===== config.mk =====
export PLATFORM = sky130hd
export DESIGN_NAME = modular_inverse
export DESIGN_NICKNAME = d
export VERILOG_FILES = /design/src/rtl/modinv_pkg.sv /design/src/rtl/modinv_ctrl.sv /design/src/rtl/modinv_dp.sv /design/src/rtl/modular_inverse.sv
export SDC_FILE = /design/constraint.sdc
export NUM_CORES = 1
export LEC_CHECK = 0
export BUFFER_PORTS_ARGS = -buffer_cell sky130_fd_sc_hd__buf_2
export CORE_UTILIZATION = 60
export DETAILED_ROUTE_END_ITERATION = 10
export GPL_TIMING_DRIVEN = 0
export PLACE_DENSITY = 0.86
export SYNTH_ARGS = -nofsm -noshare
export SYNTH_HDL_FRONTEND = slang
export SYNTH_HIERARCHICAL = 1
export SYNTH_SLANG_ARGS = --single-unit

===== constraint.sdc =====
create_clock -name clk -period 13.35 [get_ports clk]
set_input_delay 1.335 -clock clk [delete_from_list [all_inputs] [get_ports clk]]
set_output_delay 1.335 -clock clk [all_outputs]
set_load 0.01 [all_outputs]

===== src/rtl/modinv_pkg.sv =====
package modinv_pkg;

  localparam int WIDTH_DEF   = 32;
  localparam int FIELD_W     = 32;
  localparam int IN_TDATA_W  = 2 * FIELD_W;
  localparam int OUT_TDATA_W = FIELD_W;

  typedef enum logic [3:0] {
    S_IDLE,
    S_CHECK,
    S_INIT,
    S_UP,
    S_DOWN,
    S_SWAP,
    S_TEST,
    S_DONE,
    S_FAIL
  } state_t;

  typedef struct packed {
    logic load;
    logic init;
    logic up;
    logic down;
    logic swap;
    logic swap_red;
    logic wr_ok;
    logic wr_fail;
  } cmd_t;

  typedef struct packed {
    logic mod_le1;
    logic r1_zero;
    logic up_more;
    logic k_zero;
    logic gcd_one;
    logic out_free;
  } stat_t;

endpackage


===== src/rtl/modinv_ctrl.sv =====
module modinv_ctrl (
  input  logic               clk,
  input  logic               rst_n,
  input  logic               in_tvalid,
  output logic               in_tready,
  input  modinv_pkg::stat_t  stat,
  output modinv_pkg::cmd_t   cmd
);

  modinv_pkg::state_t state_r, state_nxt;
  logic red_r, red_nxt;

  always_ff @(posedge clk) begin
    if (!rst_n) begin
      state_r <= modinv_pkg::S_IDLE;
      red_r   <= 1'b0;
    end else begin
      state_r <= state_nxt;
      red_r   <= red_nxt;
    end
  end

  always_comb begin
    state_nxt = state_r;
    red_nxt   = red_r;
    case (state_r)
      modinv_pkg::S_IDLE: begin
        if (in_tvalid) state_nxt = modinv_pkg::S_CHECK;
      end
      modinv_pkg::S_CHECK: begin
        if (stat.mod_le1) begin
          state_nxt = modinv_pkg::S_FAIL;
        end else begin
          state_nxt = modinv_pkg::S_INIT;
          red_nxt   = 1'b1;
        end
      end
      modinv_pkg::S_INIT: state_nxt = modinv_pkg::S_UP;
      modinv_pkg::S_UP: begin
        if (!stat.up_more) state_nxt = modinv_pkg::S_DOWN;
      end
      modinv_pkg::S_DOWN: begin
        if (stat.k_zero) state_nxt = modinv_pkg::S_SWAP;
      end
      modinv_pkg::S_SWAP: begin
        state_nxt = modinv_pkg::S_TEST;
        red_nxt   = 1'b0;
      end
      modinv_pkg::S_TEST: begin
        state_nxt = stat.r1_zero ? modinv_pkg::S_DONE : modinv_pkg::S_INIT;
      end
      modinv_pkg::S_DONE, modinv_pkg::S_FAIL: begin
        if (stat.out_free) state_nxt = modinv_pkg::S_IDLE;
      end
      default: state_nxt = modinv_pkg::S_IDLE;
    endcase
  end

  always_comb begin
    cmd       = '0;
    in_tready = 1'b0;
    case (state_r)
      modinv_pkg::S_IDLE: begin
        in_tready = 1'b1;
        cmd.load  = in_tvalid;
      end
      modinv_pkg::S_INIT: cmd.init = 1'b1;
      modinv_pkg::S_UP:   cmd.up   = stat.up_more;
      modinv_pkg::S_DOWN: cmd.down = 1'b1;
      modinv_pkg::S_SWAP: begin
        cmd.swap     = 1'b1;
        cmd.swap_red = red_r;
      end
      modinv_pkg::S_DONE: begin
        cmd.wr_ok   = stat.out_free & stat.gcd_one;
        cmd.wr_fail = stat.out_free & ~stat.gcd_one;
      end
      modinv_pkg::S_FAIL: cmd.wr_fail = stat.out_free;
      default: cmd = '0;
    endcase
  end

endmodule


===== src/rtl/modinv_dp.sv =====
module modinv_dp #(
  parameter int WIDTH = modinv_pkg::WIDTH_DEF
) (
  input  logic                               clk,
  input  logic                               rst_n,
  input  logic [modinv_pkg::IN_TDATA_W-1:0]  in_tdata,
  input  modinv_pkg::cmd_t                   cmd,
  output modinv_pkg::stat_t                  stat,
  output logic                               out_tvalid,
  input  logic                               out_tready,
  output logic [modinv_pkg::OUT_TDATA_W-1:0] out_tdata,
  output logic                               out_tuser
);

  localparam int KW = $clog2(WIDTH);

  logic [WIDTH-1:0] r0_r, r0_nxt, r1_r, r1_nxt, mod_r, mod_nxt;
  logic [WIDTH-1:0] u0_r, u0_nxt, u1_r, u1_nxt;
  logic [WIDTH:0]   d_r, d_nxt, v_r, v_nxt;
  logic [KW-1:0]    k_r, k_nxt;
  logic             neg0_r, neg0_nxt, neg1_r, neg1_nxt;
  logic             out_valid_r, out_valid_nxt;
  logic [modinv_pkg::OUT_TDATA_W-1:0] out_inv_r, out_inv_nxt;
  logic             out_stat_r, out_stat_nxt;

  logic [WIDTH-1:0] a_in, m_in, inv_res;
  logic [WIDTH:0]   rem_ext, d_dbl, diff, sum;
  logic             fits;

  assign a_in    = WIDTH'(in_tdata[modinv_pkg::FIELD_W-1:0]);
  assign m_in    = WIDTH'(in_tdata[modinv_pkg::IN_TDATA_W-1:modinv_pkg::FIELD_W]);
  assign rem_ext = {1'b0, r0_r};
  assign d_dbl   = {d_r[WIDTH-1:0], 1'b0};
  assign fits    = (d_r <= rem_ext);
  assign diff    = rem_ext - d_r;
  assign sum     = {1'b0, u0_r} + v_r;
  assign inv_res = (neg0_r && (u0_r != '0)) ? (mod_r - u0_r) : u0_r;

  always_comb begin
    stat.mod_le1  = (mod_r <= WIDTH'(1));
    stat.r1_zero  = (r1_r == '0);
    stat.up_more  = (d_dbl <= rem_ext);
    stat.k_zero   = (k_r == '0);
    stat.gcd_one  = (r0_r == WIDTH'(1));
    stat.out_free = ~out_valid_r | out_tready;
  end

  always_comb begin
    r0_nxt   = r0_r;
    r1_nxt   = r1_r;
    mod_nxt  = mod_r;
    u0_nxt   = u0_r;
    u1_nxt   = u1_r;
    d_nxt    = d_r;
    v_nxt    = v_r;
    k_nxt    = k_r;
    neg0_nxt = neg0_r;
    neg1_nxt = neg1_r;
    if (cmd.load) begin
      r0_nxt  = a_in;
      r1_nxt  = m_in;
      mod_nxt = m_in;
      u0_nxt  = '0;
      u1_nxt  = '0;
    end
    if (cmd.init) begin
      d_nxt = {1'b0, r1_r};
      v_nxt = {1'b0, u1_r};
      k_nxt = '0;
    end
    if (cmd.up) begin
      d_nxt = d_dbl;
      v_nxt = {v_r[WIDTH-1:0], 1'b0};
      k_nxt = k_r + KW'(1);
    end
    if (cmd.down) begin
      if (fits) begin
        r0_nxt = diff[WIDTH-1:0];
        u0_nxt = sum[WIDTH-1:0];
      end
      d_nxt = {1'b0, d_r[WIDTH:1]};
      v_nxt = {1'b0, v_r[WIDTH:1]};
      k_nxt = k_r - KW'(1);
    end
    if (cmd.swap) begin
      r0_nxt = r1_r;
      r1_nxt = r0_r;
      if (cmd.swap_red) begin
        u0_nxt   = '0;
        u1_nxt   = WIDTH'(1);
        neg0_nxt = 1'b0;
        neg1_nxt = 1'b0;
      end else begin
        u0_nxt   = u1_r;
        u1_nxt   = u0_r;
        neg0_nxt = neg1_r;
        neg1_nxt = ~neg1_r;
      end
    end
  end

  always_comb begin
    out_valid_nxt = out_valid_r & ~out_tready;
    out_inv_nxt   = out_inv_r;
    out_stat_nxt  = out_stat_r;
    if (cmd.wr_ok) begin
      out_valid_nxt = 1'b1;
      out_inv_nxt   = modinv_pkg::OUT_TDATA_W'(inv_res);
      out_stat_nxt  = 1'b0;
    end else if (cmd.wr_fail) begin
      out_valid_nxt = 1'b1;
      out_inv_nxt   = '0;
      out_stat_nxt  = 1'b1;
    end
  end

  always_ff @(posedge clk) begin
    r0_r      <= r0_nxt;
    r1_r      <= r1_nxt;
    mod_r     <= mod_nxt;
    u0_r      <= u0_nxt;
    u1_r      <= u1_nxt;
    d_r       <= d_nxt;
    v_r       <= v_nxt;
    k_r       <= k_nxt;
    neg0_r    <= neg0_nxt;
    neg1_r    <= neg1_nxt;
    out_inv_r <= out_inv_nxt;
    out_stat_r <= out_stat_nxt;
  end

  always_ff @(posedge clk) begin
    if (!rst_n) begin
      out_valid_r <= 1'b0;
    end else begin
      out_valid_r <= out_valid_nxt;
    end
  end

  assign out_tvalid = out_valid_r;
  assign out_tdata  = out_inv_r;
  assign out_tuser  = out_stat_r;

endmodule


===== src/rtl/modular_inverse.sv =====
// Modular inverse by the extended Euclidean algorithm. Each input word carries a value and a
// modulus; each output word carries the inverse in 0..modulus-1 and, in out_tuser, a status bit
// (0 inverse found, 1 none: modulus at most 1 or gcd not 1, inverse then 0). Operands are the low
// WIDTH bits of the 32-bit fields. One item is worked at a time; a new word is taken once the
// previous result sits in the output register. A shift-subtract divider runs every quotient step:
// the value is first reduced modulo the modulus, then the Euclid steps follow, one division per
// quotient. A modulus of 0 or 1 skips the divider.
module modular_inverse #(
  parameter int WIDTH = modinv_pkg::WIDTH_DEF
) (
  input  logic                               clk,
  input  logic                               rst_n,
  input  logic                               in_tvalid,
  output logic                               in_tready,
  input  logic [modinv_pkg::IN_TDATA_W-1:0]  in_tdata,   // value[31:0], modulus[63:32]
  output logic                               out_tvalid,
  input  logic                               out_tready,
  output logic [modinv_pkg::OUT_TDATA_W-1:0] out_tdata,  // inverse[31:0]
  output logic                               out_tuser   // status[0]
);

  modinv_pkg::cmd_t  cmd;
  modinv_pkg::stat_t stat;

  modinv_ctrl u_ctrl (
    .clk       (clk),
    .rst_n     (rst_n),
    .in_tvalid (in_tvalid),
    .in_tready (in_tready),
    .stat      (stat),
    .cmd       (cmd)
  );

  modinv_dp #(
    .WIDTH (WIDTH)
  ) u_dp (
    .clk        (clk),
    .rst_n      (rst_n),
    .in_tdata   (in_tdata),
    .cmd        (cmd),
    .stat       (stat),
    .out_tvalid (out_tvalid),
    .out_tready (out_tready),
    .out_tdata  (out_tdata),
    .out_tuser  (out_tuser)
  );

endmodule


* Word level (Yosys, flattened, before mapping)
Cells that the tools add are included.
** Cells by class
- Bitwise gates (word level) :: 8
- Magnitude comparators :: 3
- Multiplexer cells :: 45
- $add $sub $neg :: 5
- Reduce and logical (&&, ||, !) cells :: 13
- Equality and inequality tests :: 14
** Operator list (number)
- 32-bit two-way mux :: 19
- 33-bit two-way mux :: 4
- 33-bit by 32-bit <= comparator with 1-bit output :: 2
- 32-bit subtractor :: 2
- 32-bit adder :: 1
- 32-bit by 1-bit equality test with 1-bit output (second input constant) :: 1
- 32-bit by 1-bit <= comparator with 1-bit output (second input constant) :: 1
- 32-bit logical NOT :: 1
- 4-bit case mux with 8 select lines :: 1
- 32-bit nonzero test :: 1
- 4-bit two-way mux :: 5
- 4-bit by 3-bit equality test with 1-bit output (second input constant) :: 4
- 5-bit two-way mux :: 3
- 1-bit two-way mux :: 9
- 4-bit by 2-bit equality test with 1-bit output (second input constant) :: 2
- 2-bit != test (second input constant) :: 4
- 2-bit nonzero test :: 4
- 5-bit by 1-bit adder with 5-bit output (second input constant) :: 1
- 5-bit logical NOT :: 1
- 5-bit by 1-bit subtractor with 5-bit output (second input constant) :: 1
- 4-bit by 1-bit equality test with 1-bit output (second input constant) :: 1
- 4-bit equality test (second input constant) :: 1
- 4-bit logical NOT :: 1
- 1-bit NOT :: 4
- other kinds (11) :: 14
** Word-level totals
- Register bits after elaboration :: 272
- Bits of input ports :: 68
- Output and inout bits :: 35
- Word-level logic and storage cells :: 105

* Depth between registers and ports, before layout
Gate-level depths: netlist of run 1.
- Word-level depth :: 6
- Depth in mapped cells :: 19
- Gate-level depth less buffers :: 18

* Modules after synthesis
Netlist of run 1, hierarchy kept.
** By module, submodules not included
- modinv_dp :: area each 18298.8 um^2, cells each 1919, seq. area each 7337.0 um^2, times used 1
- modinv_ctrl :: area each 390.4 um^2, cells each 53, seq. area each 100.1 um^2, times used 1

* Worst setup path after synthesis of run 1
No wires, ideal clock.
- Kind :: reg2reg
- Start :: register u_dp.r0_r[1]
- End :: register u_dp.d_r[0] (enable)
- Stages on the path, launching flop included :: 17
- Clock period less this slack :: 4.753 ns
- Required time :: 12.920 ns
- Library setup time :: 0.430 ns
- Path buffers :: 2
- Arrival :: 4.323 ns
- Slack :: 8.597 ns
- Path through :: dfxtp_1 inv_1 ha_1 nor2b_1 o21a_1 o21a_1 o21a_1 o21ai_0 nand2b_1 a21oi_1 o221ai_1 a21oi_1 a21o_1 and4b_1 clkbuf_1 clkbuf_1 or3_1
** RTL lines
- start, declared :: RTL line modinv_dp.sv:17 : logic [WIDTH-1:0] r0_r, r0_nxt, r1_r, r1_nxt, mod_r, mod_nxt;
- start signal, assigned :: RTL line modinv_dp.sv:118 : r0_r <= r0_nxt;
- end signal, assigned :: RTL line modinv_dp.sv:123 : d_r <= d_nxt;
- end, declared :: RTL line modinv_dp.sv:19 : logic [WIDTH:0] d_r, d_nxt, v_r, v_nxt;

==> key figures, run 1 <==
Clock network
  – CTS HTree Levels: 1
  – CTS tree: yes
  – Postcts setup bufs: 0
  – Post_cts resized: 0
  – Post-cts hold buffer count: 0
  – Clk pin slew, worst setup/hold paths: 60 ps
  – Clk buf depth: 3
  – Root Buffer: clkbuf_16
  – Sink Count: 272
  – CTS Buf Count: 29
  – Clk Latency, worst-skew pair: 580 ps

Timing
  – Final setup viols: 0
  – Tcrit/Tclk final: 39.3%
  – FMAX: 191 MHz
  – Unrepaired setup endpoints after global routing: false
  – Post-route minimum period: 5240 ps
  – Measured slew at the worst slew-check pin: 1190 ps
  – Rel. slew slack: 20.5%
  – Fin. max-slew vios: 0
  – Fin. Hold Viols: 0
  – Final Skew: 22.2 ps
  – Sum Neg Setup Slack: 0 ps

Global route
  – Largest net degree at the start of global routing: 60
  – GRT Util Overall: 37.7%
  – Number of global-route vias before repair: 15,900
  – GRT overflow: 0
  – Global-route wire length before repair: 90,600 um
  – Initial antenna violation count: 0

Critical path
  – Critical path required time: 13,640 ps
  – Critical path peak fanout: 10
  – R2r setup slk: 8110 ps
  – WS Path Type: flop to flop
  – Setup crit end kind: flop
  – Critical Path AT: 5530 ps
  – Critical Path Start Type: flop

Cells and area
  – Seq. cell area: 7440 um^2
  – Nets: 2,338
  – Layout cell share with drive strength beyond 1: 11.1%
  – Area of the multi-input gates: 10,300 um^2
  – Design area: 20,900 um^2
  – FILL cells: 2,431
  – Area grow syn2layout: 11.7%
  – ANT cells: 0

Synth
  – Area of the mapped netlist: 18,700 um^2
  – Mux cell area share after synthesis: 6.78%
  – Largest family of logic cells by synthesized area: compound AO/OA/AOI/OAI gates
  – Post-synth top area share: 32.0%
  – Seq/Total Area, Yosys: 39.8%
  – Synth warn: 6
  – Seq cells post-synth: 272
  – Post-Synth Simple-Gate Area: 14.7%
  – Mapped Nets: 2,202
  – Fraction of registers with async set/reset: 0%
  – Synth Area in Adders: 11.0%
  – Dominant cells by area after synthesis: edfxtp_1, ha_1, dfxtp_1
  – Mapped Cells: 1,972
  – Dominant synthesized flop cell: edfxtp_1
  – XOR/XNOR Fraction of Synth Area: 3.70%
  – Syn avg cell area: 9.48 um^2
  – Dominant cell type by area after synthesis: edfxtp_1
  – Compound-Gate Fraction of Synth Area: 19.1%
  – Number of flops mapped to enable cells by yosys: 199
  – Yosys cell types: 81

Place
  – Global placer's final weighted congestion: 1.06
  – Placed cell area: 19,800 um^2
  – PortBufs: 102
  – DPL Wire Length: 45,400 um

Power
  – Leak: 8.48 nW
  – Maximum VDD drop: 118 uV
  – Pwr Density: 168 nW/um^2

Outcome
  – Result of the run: completed

Detailed routing
  – DRC Markers: 0
  – DR vias: 16,600
  – Routed wire length: 60,400 um
  – Starting DRT DRC Count: 2,086
  – WL per Instance: 23.9 um
  – Post-DRT Antenna Nets: 0
  – TritonRoute pass-1 iters: 6
  – Vias per cell: 6.58

Floorplanning
  – Core footprint: 30,600 um^2
  – Ports: 103
  – Die span in y: 178 um
  – Die area: 31,900 um^2
  – Die width: 178 um
  – Initial core utilization: 61.1%
  – # rows: 64

Flow run
  – MaxCap Viol Count: 0

Min path
  – Hold Path Class: flop to flop
[cell usage after synthesis, drive strengths merged, types with 15 or more instances]
cell and count:
and2 55, a22oi 17, a211oi 25, dfxtp 73, nor2 94, o21ai 180, nor2b 26, nand2 185
mux2 36, nor3 23, a21o 72, ha 159, buf 23, o21a 21, xnor2 43, nand4 28
xor2 36, nand2b 20, mux2i 86, and3 15, inv 141, a21oi 125, nand3 35, clkbuf 70
edfxtp 199, nor4 38
[metal layers]
layer  part of all wire, %  track usage, %  vias up
li1                      -               -     7500
met1                    38            47.3     7882
met2                    46            62.3     1020
met3                   9.6            6.24      221
met4                   5.8            19.7        0
met5                     0               0        -
[power breakdown]
part           internal [W]  switching [W]
clock network      0.000572       0.000358
logic              0.000521       0.000842
registers           0.00105       0.000166
[metrics by stage]
step / cells / worst slack [ps] / hold slack (ps) / utilization [%] / power, W
CTS: 2526 / 8350 / 477 / 68.2 / 0.00346
global route: 2527 / 8010 / 509 / 68.2 / 0.00366
global placement: 2470 / 6530 / 451 / 64.4 / 0.00250
finish: 2527 / 8110 / 480 / 68.2 / 0.00350
detailed placement: 2472 / 8370 / 464 / 64.6 / 0.00253
floorplan: 1972 / 8600 / 443 / - / 0.00212
[area by class of cell]
cell class              instances  share of cell area [%]
inverters                     141                    2.54
well taps                     396                    2.37
plain buffers                  93                    1.89
clock inverters                20                    1.54
clock buffers                  34                    3.71
multi-input cells            1466                    49.5
flip-flops and latches        272                    35.6
repair buffers                105                    2.77
[worst max-delay path, stage by stage (launching register included)]
cell and delay (ps):
dfxtp_1 390, inv_1 120, ha_1 300, nor2b_1 150, o21a_1 190, o21a_1 170, o21a_1 160, o21ai_0 160
nand2b_1 80, a21oi_1 280, o221ai_1 290, a21oi_1 220, a21o_1 180, and4b_1 200, clkbuf_1 600, clkbuf_1 560
buf_1 560, mux2i_1 250, o21ai_0 90
[placed cells by master (no fill, tap or decap), drive strengths merged, types with 15 or more instances in the layout]
master	count
a211oi	25
nand3	35
xor2	36
o21ai	180
mux2i	86
xnor2	43
mux2	36
nand2b	20
buf	128
ha	159
nor4	38
edfxtp	199
nand2	185
clkbuf	104
a21oi	125
and3	15
a22oi	17
nor2	94
dfxtp	73
a21o	72
nor3	23
inv	144
nand4	28
o21a	21
nor2b	26
and2	55
[path summary, 6_finish.rpt]
| check | from | end | cells past startpoint |
|---|---|---|---|
| hold reg to reg | u_dp/out_tuser | u_dp/out_tuser | 2 |
| setup / recovery | u_dp/r0_r[1] | u_dp/d_r[22] | 18 |
| setup reg to reg | u_dp/r0_r[1] | u_dp/d_r[22] | 18 |
| hold / removal | u_dp/out_tuser | u_dp/out_tuser | 2 |
[sequential cells by signal, indices dropped and copies added, names as in the netlist]
signal,count
u_dp/d_r,33
u_dp/v_r,33
u_dp/mod_r,32
u_dp/out_tdata,32
u_dp/r0_r,32
u_dp/r1_r,32
u_dp/u0_r,32
u_dp/u1_r,32
u_dp/k_r,5
u_ctrl/state_r,4
u_ctrl/red_r,1
u_dp/neg0_r,1
u_dp/neg1_r,1
u_dp/out_tuser,1
u_dp/out_tvalid,1
[cells by family (layout without fill, tap and decap cells)]
logic type                 after synthesis  count (layout)
AOI/OAI and AO/OA                      552             552
xor gates and xnor gates                79              79
adders and majority gates              162             162
buffers and inverters                  234             393
DFF                                    272             272
muxes                                  122             122
and+or+nand+nor                        551             551
(Power assumes the default switching activity.)
==> run 2: changes to the inputs <==
--- a/config.mk
+++ b/config.mk
@@ -6,10 +6,10 @@
 export NUM_CORES = 1
 export LEC_CHECK = 0
 export BUFFER_PORTS_ARGS = -buffer_cell sky130_fd_sc_hd__buf_2
-export CORE_UTILIZATION = 60
+export CORE_UTILIZATION = 57
 export DETAILED_ROUTE_END_ITERATION = 10
 export GPL_TIMING_DRIVEN = 0
-export PLACE_DENSITY = 0.86
+export PLACE_DENSITY = 0.85
 export SYNTH_ARGS = -nofsm -noshare
 export SYNTH_HDL_FRONTEND = slang
 export SYNTH_HIERARCHICAL = 1
==> constraint.sdc (replaced) <==
create_clock -name clk -period 4.6 [get_ports clk]
set_input_delay 0.46 -clock clk [delete_from_list [all_inputs] [get_ports clk]]
set_output_delay 0.46 -clock clk [all_outputs]
set_load 0.01 [all_outputs]
==> key figures, run 2 (synthesized netlist as in run 1, its figures left out) <==
Detailed routing
  – Starting DRT DRC Count: 2,074 (-0.58%)
  – DR top layer: met4
  – Met2 WL: 28,400 um (+1.4%)
  – Routed wire length: 62,000 um (+2.7%)
  – Metal3 WL: 5490 um (-5.5%)
  – TritonRoute pass-1 iters: 7 (+1)
  – Vias per cell: 6.49 (-1.4%)
  – DR vias: 16,600 (+0.0060%)
  – Metal-1 WL: 24,000 um (+4.0%)
  – Post-DRT Antenna Nets: 0 (unchanged)
  – WL per Instance: 24.2 um (+1.2%)
  – DRC Markers: 0 (unchanged)

Timing
  – Final Skew: 14.9 ps (-7.39 ps)
  – FMAX: 222 MHz (+16%)
  – Post-route minimum period: 4510 ps (-734 ps)
  – Fin. max-slew vios: 0 (unchanged)
  – Rel. slew slack: 9.46% (-11 points)
  – Fin. Hold Viols: 0 (unchanged)
  – Final setup viols: 0 (unchanged)
  – Measured slew at the worst slew-check pin: 1360 ps (+170 ps)
  – Tcrit/Tclk final: 98.0% (+59 points)
  – Unrepaired setup endpoints after global routing: false

Critical path
  – Critical path peak fanout: 8 (-2)
  – Slowest library cell on the worst path: nor2_1
  – Critical Path AT: 4990 ps (-540 ps)
  – WS Path Type: flop to flop
  – Worst Path Buf+Inv: 1 (-3)
  – R2r setup slk: 90 ps (-8020 ps)
  – Critical path required time: 5080 ps (-8560 ps)
  – Delay-heaviest family, CP: compound AO/OA/AOI/OAI gates
  – Critical Path Start Type: flop
  – Crit path largest cell delay: 950 ps (+350 ps)
  – Setup crit end kind: flop
  – CP cell instances: inv_1 > ha_1 > and4b_1 > a2111oi_0 > o211ai_1 > a21oi_2 > o21ai_2 > nor2_1 > o21ai_0 > nand3_1

Power
  – Maximum VDD drop: 365 uV (+210%)
  – Tot Pwr: 0.0101 W (+190%)
  – Pwr Density: 485 nW/um^2 (+190%)
  – Leak: 8.45 nW (-0.32%)

Cells and area
  – FILL cells: 2,622 (+7.9%)
  – ANT cells: 0 (unchanged)
  – Nets: 2,336 (-0.086%)
  – Area grow syn2layout: 11.4%
  – Layout cell share with drive strength beyond 1: 11.3% (+0.16 points)
  – Largest regs: u_dp/d_r x33, u_dp/v_r x33
  – Final Core Density: 65.3% (-2.9 points)
  – Commonest non-fill, non-tap cell in the layout: edfxtp_1
  – Most frequent cells in the layout: edfxtp_1, nand2_1, o21ai_0

Clock network
  – CTS tree: yes
  – Root Buffer: clkbuf_16
  – Clk pin slew, worst setup/hold paths: 70 ps (about the same)
  – Postcts setup bufs: 0 (unchanged)
  – CTS HTree Levels: 1 (unchanged)
  – Post-cts hold buffer count: 0 (unchanged)
  – Clk buf depth: 3 (unchanged)
  – Sink Count: 272 (unchanged)
  – Clk Latency, worst-skew pair: 560 ps (-20 ps)
  – CTS Buf Count: 29 (unchanged)

Global route
  – GRT Util Overall: 36.6% (-1.1 points)
  – GRT overflow: 0 (unchanged)
  – Largest net degree at the start of global routing: 63 (+5.0%)
  – Global-route wire length before repair: 92,900 um (+2.5%)
  – Initial antenna violation count: 0 (unchanged)
  – Number of global-route vias before repair: 16,000 (+1.0%)

Floorplanning
  – Die area: 33,500 um^2 (+5.2%)
  – # rows: 65 (+1.6%)
  – Ports: 103 (unchanged)
  – Initial core utilization: 58.6% (-2.5 points)
  – Die width: 183 um (+2.6%)
  – Die span in y: 183 um (+2.6%)
  – Core footprint: 31,900 um^2 (+4.2%)

Outcome
  – Result of the run: completed

Place
  – DPL Wire Length: 46,500 um (+2.6%)
  – PortBufs: 102 (unchanged)
  – Global placer's final weighted congestion: 1.01 (-4.4%)

Min path
  – Hold Path Class: input port to flop

Flow run
  – MaxCap Viol Count: 0 (unchanged)
run 2: path summary, 6_finish.rpt:
kind              cells after the start            from             end
hold / removal                        1    in_tdata[38]   u_dp/mod_r[6]
setup reg to reg                     10   u_dp/r0_r[30]   u_dp/u0_r[24]
setup / recovery                     10   u_dp/r0_r[30]   u_dp/u0_r[24]
hold reg to reg                       2  u_dp/out_tuser  u_dp/out_tuser
run 2: layout make-up:
class                   instances  area, um^2  area share (%)
clock buffers                  32         737            3.54
plain buffers                  92         398            1.91
flip-flops and latches        272        7440            35.7
inverters                     141         529            2.54
clock inverters                21         277            1.33
well taps                     435         544            2.61
repair buffers                104         558            2.68
multi-input cells            1466       10300            49.7
run 2: routing by layer:
layer,vias up,track usage (%)
met5,-,0
met4,0,22.5
met3,225,5.78
met2,1053,59.4
met1,7865,46.0
li1,7481,-
run 2: through the flow:
step	std cells	instance area, um^2	setup slack [ps]	hold slack, ps	setup TNS (ps)
CTS	2563	20800	101	86.6	0
floorplan	1972	18700	521	443	0
global placement	2509	19700	-1020	452	-72360
finish	2563	20800	91.1	101	0
global route	2563	20800	113	97.5	0
detailed placement	2511	19800	-368	469	-14060
run 2: report_power, final:
group	internal [W]	switching [W]
clock network	0.00150	0.00104
logic	0.00151	0.00251
registers	0.00303	0.000504
run 2: worst register-to-register path: cells and delay by family, from the launching register on:
| kind | cells | cell delay [ps] |
|---|---|---|
| AOI/OAI and AO/OA | 5 | 1920 |
| adders and majority gates | 1 | 410 |
| buffers and inverters | 1 | 140 |
| DFF | 1 | 550 |
| and+or+nand+nor | 3 | 1420 |
run 2: timing repair:
| item | CTS | global route |
|---|---|---|
| gates cloned | 0 | 0 |
| resized for setup | 3 | 5 |
| endpoints found under the setup margin | 91 | 80 |
==> run 3: changes to the inputs <==
--- a/config.mk
+++ b/config.mk
@@ -6,10 +6,12 @@
 export NUM_CORES = 1
 export LEC_CHECK = 0
 export BUFFER_PORTS_ARGS = -buffer_cell sky130_fd_sc_hd__buf_2
-export CORE_UTILIZATION = 57
+export CELL_PAD_IN_SITES_DETAIL_PLACEMENT = 1
+export CELL_PAD_IN_SITES_GLOBAL_PLACEMENT = 1
+export CORE_UTILIZATION = 49
 export DETAILED_ROUTE_END_ITERATION = 10
 export GPL_TIMING_DRIVEN = 0
-export PLACE_DENSITY = 0.85
+export PLACE_DENSITY = 0.88
 export SYNTH_ARGS = -nofsm -noshare
 export SYNTH_HDL_FRONTEND = slang
 export SYNTH_HIERARCHICAL = 1
==> constraint.sdc (replaced) <==
create_clock -name clk -period 4.69 [get_ports clk]
set_input_delay 0.469 -clock clk [delete_from_list [all_inputs] [get_ports clk]]
set_output_delay 0.469 -clock clk [all_outputs]
set_load 0.01 [all_outputs]
==> key figures, run 3 (synthesized netlist as in run 1, its figures left out) <==
Timing
  – Rel. slew slack: 32.4% (+23 points)
  – Sum Neg Setup Slack: 0 ps (unchanged)
  – Hold slack: 83.7 ps (-17.1 ps)
  – Unrepaired setup endpoints after global routing: false
  – Fin. Hold Viols: 0 (unchanged)
  – Final setup viols: 0 (unchanged)
  – Measured slew at the worst slew-check pin: 1000 ps (-358 ps)
  – FMAX: 217 MHz (-1.9%)
  – Fin. max-slew vios: 0 (unchanged)
  – Tcrit/Tclk final: 98.0% (about the same)
  – Final Skew: 23.4 ps (+8.58 ps)
  – Post-route minimum period: 4600 ps (+89.1 ps)

Detailed routing
  – DR vias: 17,200 (+3.2%)
  – TritonRoute pass-1 iters: 5 (-2)
  – Post-DRT Antenna Nets: 0 (unchanged)
  – Starting DRT DRC Count: 1,410 (-32%)
  – Vias per cell: 6.49 (about the same)
  – WL per Instance: 26.8 um (+11%)
  – Metal3 WL: 5330 um (-2.9%)
  – Routed wire length: 70,900 um (+14%)
  – Met2 WL: 33,600 um (+18%)
  – DR top layer: met5
  – Metal-1 WL: 27,400 um (+14%)
  – DRC Markers: 0 (unchanged)

Floorplanning
  – Core footprint: 37,600 um^2 (+18%)
  – Ports: 103 (unchanged)
  – Initial core utilization: 49.7% (-8.9 points)
  – Die area: 38,900 um^2 (+16%)
  – Die span in y: 197 um (+7.8%)
  – # rows: 71 (+9.2%)
  – Die width: 197 um (+7.8%)

Critical path
  – R2r setup slk: 90 ps (about the same)
  – RR Startpoint: u_dp/r0_r[1]
  – Critical path peak fanout: 39 (+31)
  – Slowest library cell on the worst path: and4b_2
  – Critical Path Start Type: flop
  – WS Path Type: flop to flop
  – Most frequent cell on the critical path: o21a_1
  – Reg-to-reg critical path endpoint: u_dp/v_r[7]
  – Setup crit end kind: flop
  – Critical Path AT: 4850 ps (-140 ps)
  – R2r worst-path depth: 16 (+6)
  – Critical path required time: 4940 ps (-140 ps)
  – Crit path largest cell delay: 490 ps (-460 ps)
  – CP cell instances: inv_1 > ha_1 > nor2b_1 > o21a_1 > o21a_1 > o21a_1 > o21ai_0 > nand2b_1 > a21oi_1 > o221ai_1 > a21oi_1 > a21o_1 > and4b_2 > clkbuf_2 > or3_4 > buf_16

Power
  – Clock power share: 25.2% (about the same)
  – Switch Pwr: 0.00415 W (+2.4%)
  – Internal power: 0.00596 W (-1.3%)
  – Part of the power in combinational logic: 40.4% (+0.6 points)
  – Leak: 8.47 nW (+0.21%)
  – Maximum VDD drop: 284 uV (-22%)
  – Sequential share of power: 34.4% (-0.6 points)
  – Sw frac: 41.0% (+0.88 points)
  – Pwr Density: 482 nW/um^2 (-0.65%)

Clock network
  – CTS tree: yes
  – Clk Latency, worst-skew pair: 590 ps (+30 ps)
  – Root Buffer: clkbuf_16
  – Clk pin slew, worst setup/hold paths: 70 ps (about the same)
  – Sink Count: 272 (unchanged)
  – CTS HTree Levels: 1 (unchanged)
  – Clk buf depth: 3 (unchanged)
  – Post-cts hold buffer count: 0 (unchanged)
  – CTS Buf Count: 30 (+3.4%)

Global route
  – GRT overflow: 0 (unchanged)
  – Global-route wire length before repair: 107,000 um (+15%)
  – Initial antenna violation count: 2 (+2)
  – Largest net degree at the start of global routing: 52 (-17%)
  – Number of global-route vias before repair: 17,800 (+11%)
  – GRT Util Overall: 36.3% (-0.29 points)

Cells and area
  – Area of the multi-input gates: 10,400 um^2 (about the same)
  – Largest regs: u_dp/d_r x33, u_dp/v_r x33
  – Commonest non-fill, non-tap cell in the layout: edfxtp_1
  – Seq. cell area: 7440 um^2 (unchanged)
  – Layout cell share with drive strength beyond 1: 11.3% (+0.067 points)
  – Area grow syn2layout: 12.3%
  – FILL cells: 4,333 (+65%)
  – Final Core Density: 55.9% (-9.5 points)
  – Nets: 2,339 (+0.13%)
  – Most frequent cells in the layout: edfxtp_1, nand2_1, o21ai_0

Place
  – Global placer's final weighted congestion: 0.967 (-4.3%)
  – PortBufs: 102 (unchanged)
  – DPL Wire Length: 53,500 um (+15%)

Outcome
  – Result of the run: completed

Min path
  – Hold Path Class: input port to flop
  – Endpoint, Worst Hold: u_dp/mod_r[3]
  – Hold Path Stages: 1 (unchanged)
  – Min-delay src: in_tdata[35]

Flow run
  – MaxCap Viol Count: 0 (unchanged)
==> run 3: cell types whose count changed in the layout (fill, tap and decap cells not counted), moves of 2 or more <==
cell       change
clkbuf_2       -2
clkbuf_1       +2
clkbuf_16      +2
clkinv_1       +2
==> run 3: what timing repair did <==
item / CTS / global route
resized for setup: 5 / 1
endpoints found under the hold margin: 0 / 0
pin swaps: 1 / 0
buffers inserted: 0 / 0
gates cloned: 1 / 0
endpoints found under the setup margin: 103 / 71
==> run 3: worst max-delay path by stage <==
stage                 startpoint      endpoint  slack (ps)  cells after the start
floorplan           u_dp/r0_r[1]   u_dp/d_r[0]         610                     16
global placement    u_dp/r0_r[1]   u_dp/v_r[8]        -940                     16
detailed placement  u_dp/r0_r[1]  u_dp/d_r[12]        -400                     17
CTS                 u_dp/r0_r[1]  u_dp/d_r[12]          20                     16
global route        u_dp/r0_r[1]  u_dp/v_r[21]          50                     16
finish              u_dp/r0_r[1]   u_dp/v_r[7]          90                     16
==> run 3: final cells by class <==
type                    count  share of cell area [%]
clock inverters            21                    1.21
inverters                 141                    2.52
repair buffers            105                    2.79
diodes                      1                  0.0119
well taps                 511                    3.05
clock buffers              35                    3.77
plain buffers              92                    1.92
flip-flops and latches    272                    35.4
multi-input cells        1467                    49.3
==> run 3: critical path, delay by kind of cell, from the launching register on <==
kind | cells | cell delay, ps
buffers and inverters | 3 | 790
and+or+nand+nor | 4 | 1120
AOI/OAI and AO/OA | 8 | 1630
DFF | 1 | 390
adders and majority gates | 1 | 300
==> run 3: power by group through the flow <==
stage	registers, W	logic [W]	clock network (W)
floorplan	0.00326	0.00278	0
global placement	0.00348	0.00372	0
detailed placement	0.00350	0.00392	0
CTS	0.00345	0.00399	0.00257
global route	0.00349	0.00441	0.00263
finish	0.00348	0.00408	0.00255
==> run 3: routing by layer <==
metal	global-route usage (%)	vias to the layer above
met5	0	-
met4	21.4	2
met3	5.09	248
met2	61.0	860
met1	44.4	8558
li1	-	7490
==> run 3: stage by stage <==
stage          area [um^2]  worst slack (ps)  std cells  power (W)
3_5_place_dp         19900              -398       2587    0.00742
4_1_cts              21000              21.9       2643     0.0100
3_3_place_gp         19800              -936       2585    0.00720
5_1_grt              21000              52.6       2644     0.0105
2_1_floorplan        18700               611       1972    0.00604
6_report             21000              92.0       2645     0.0101
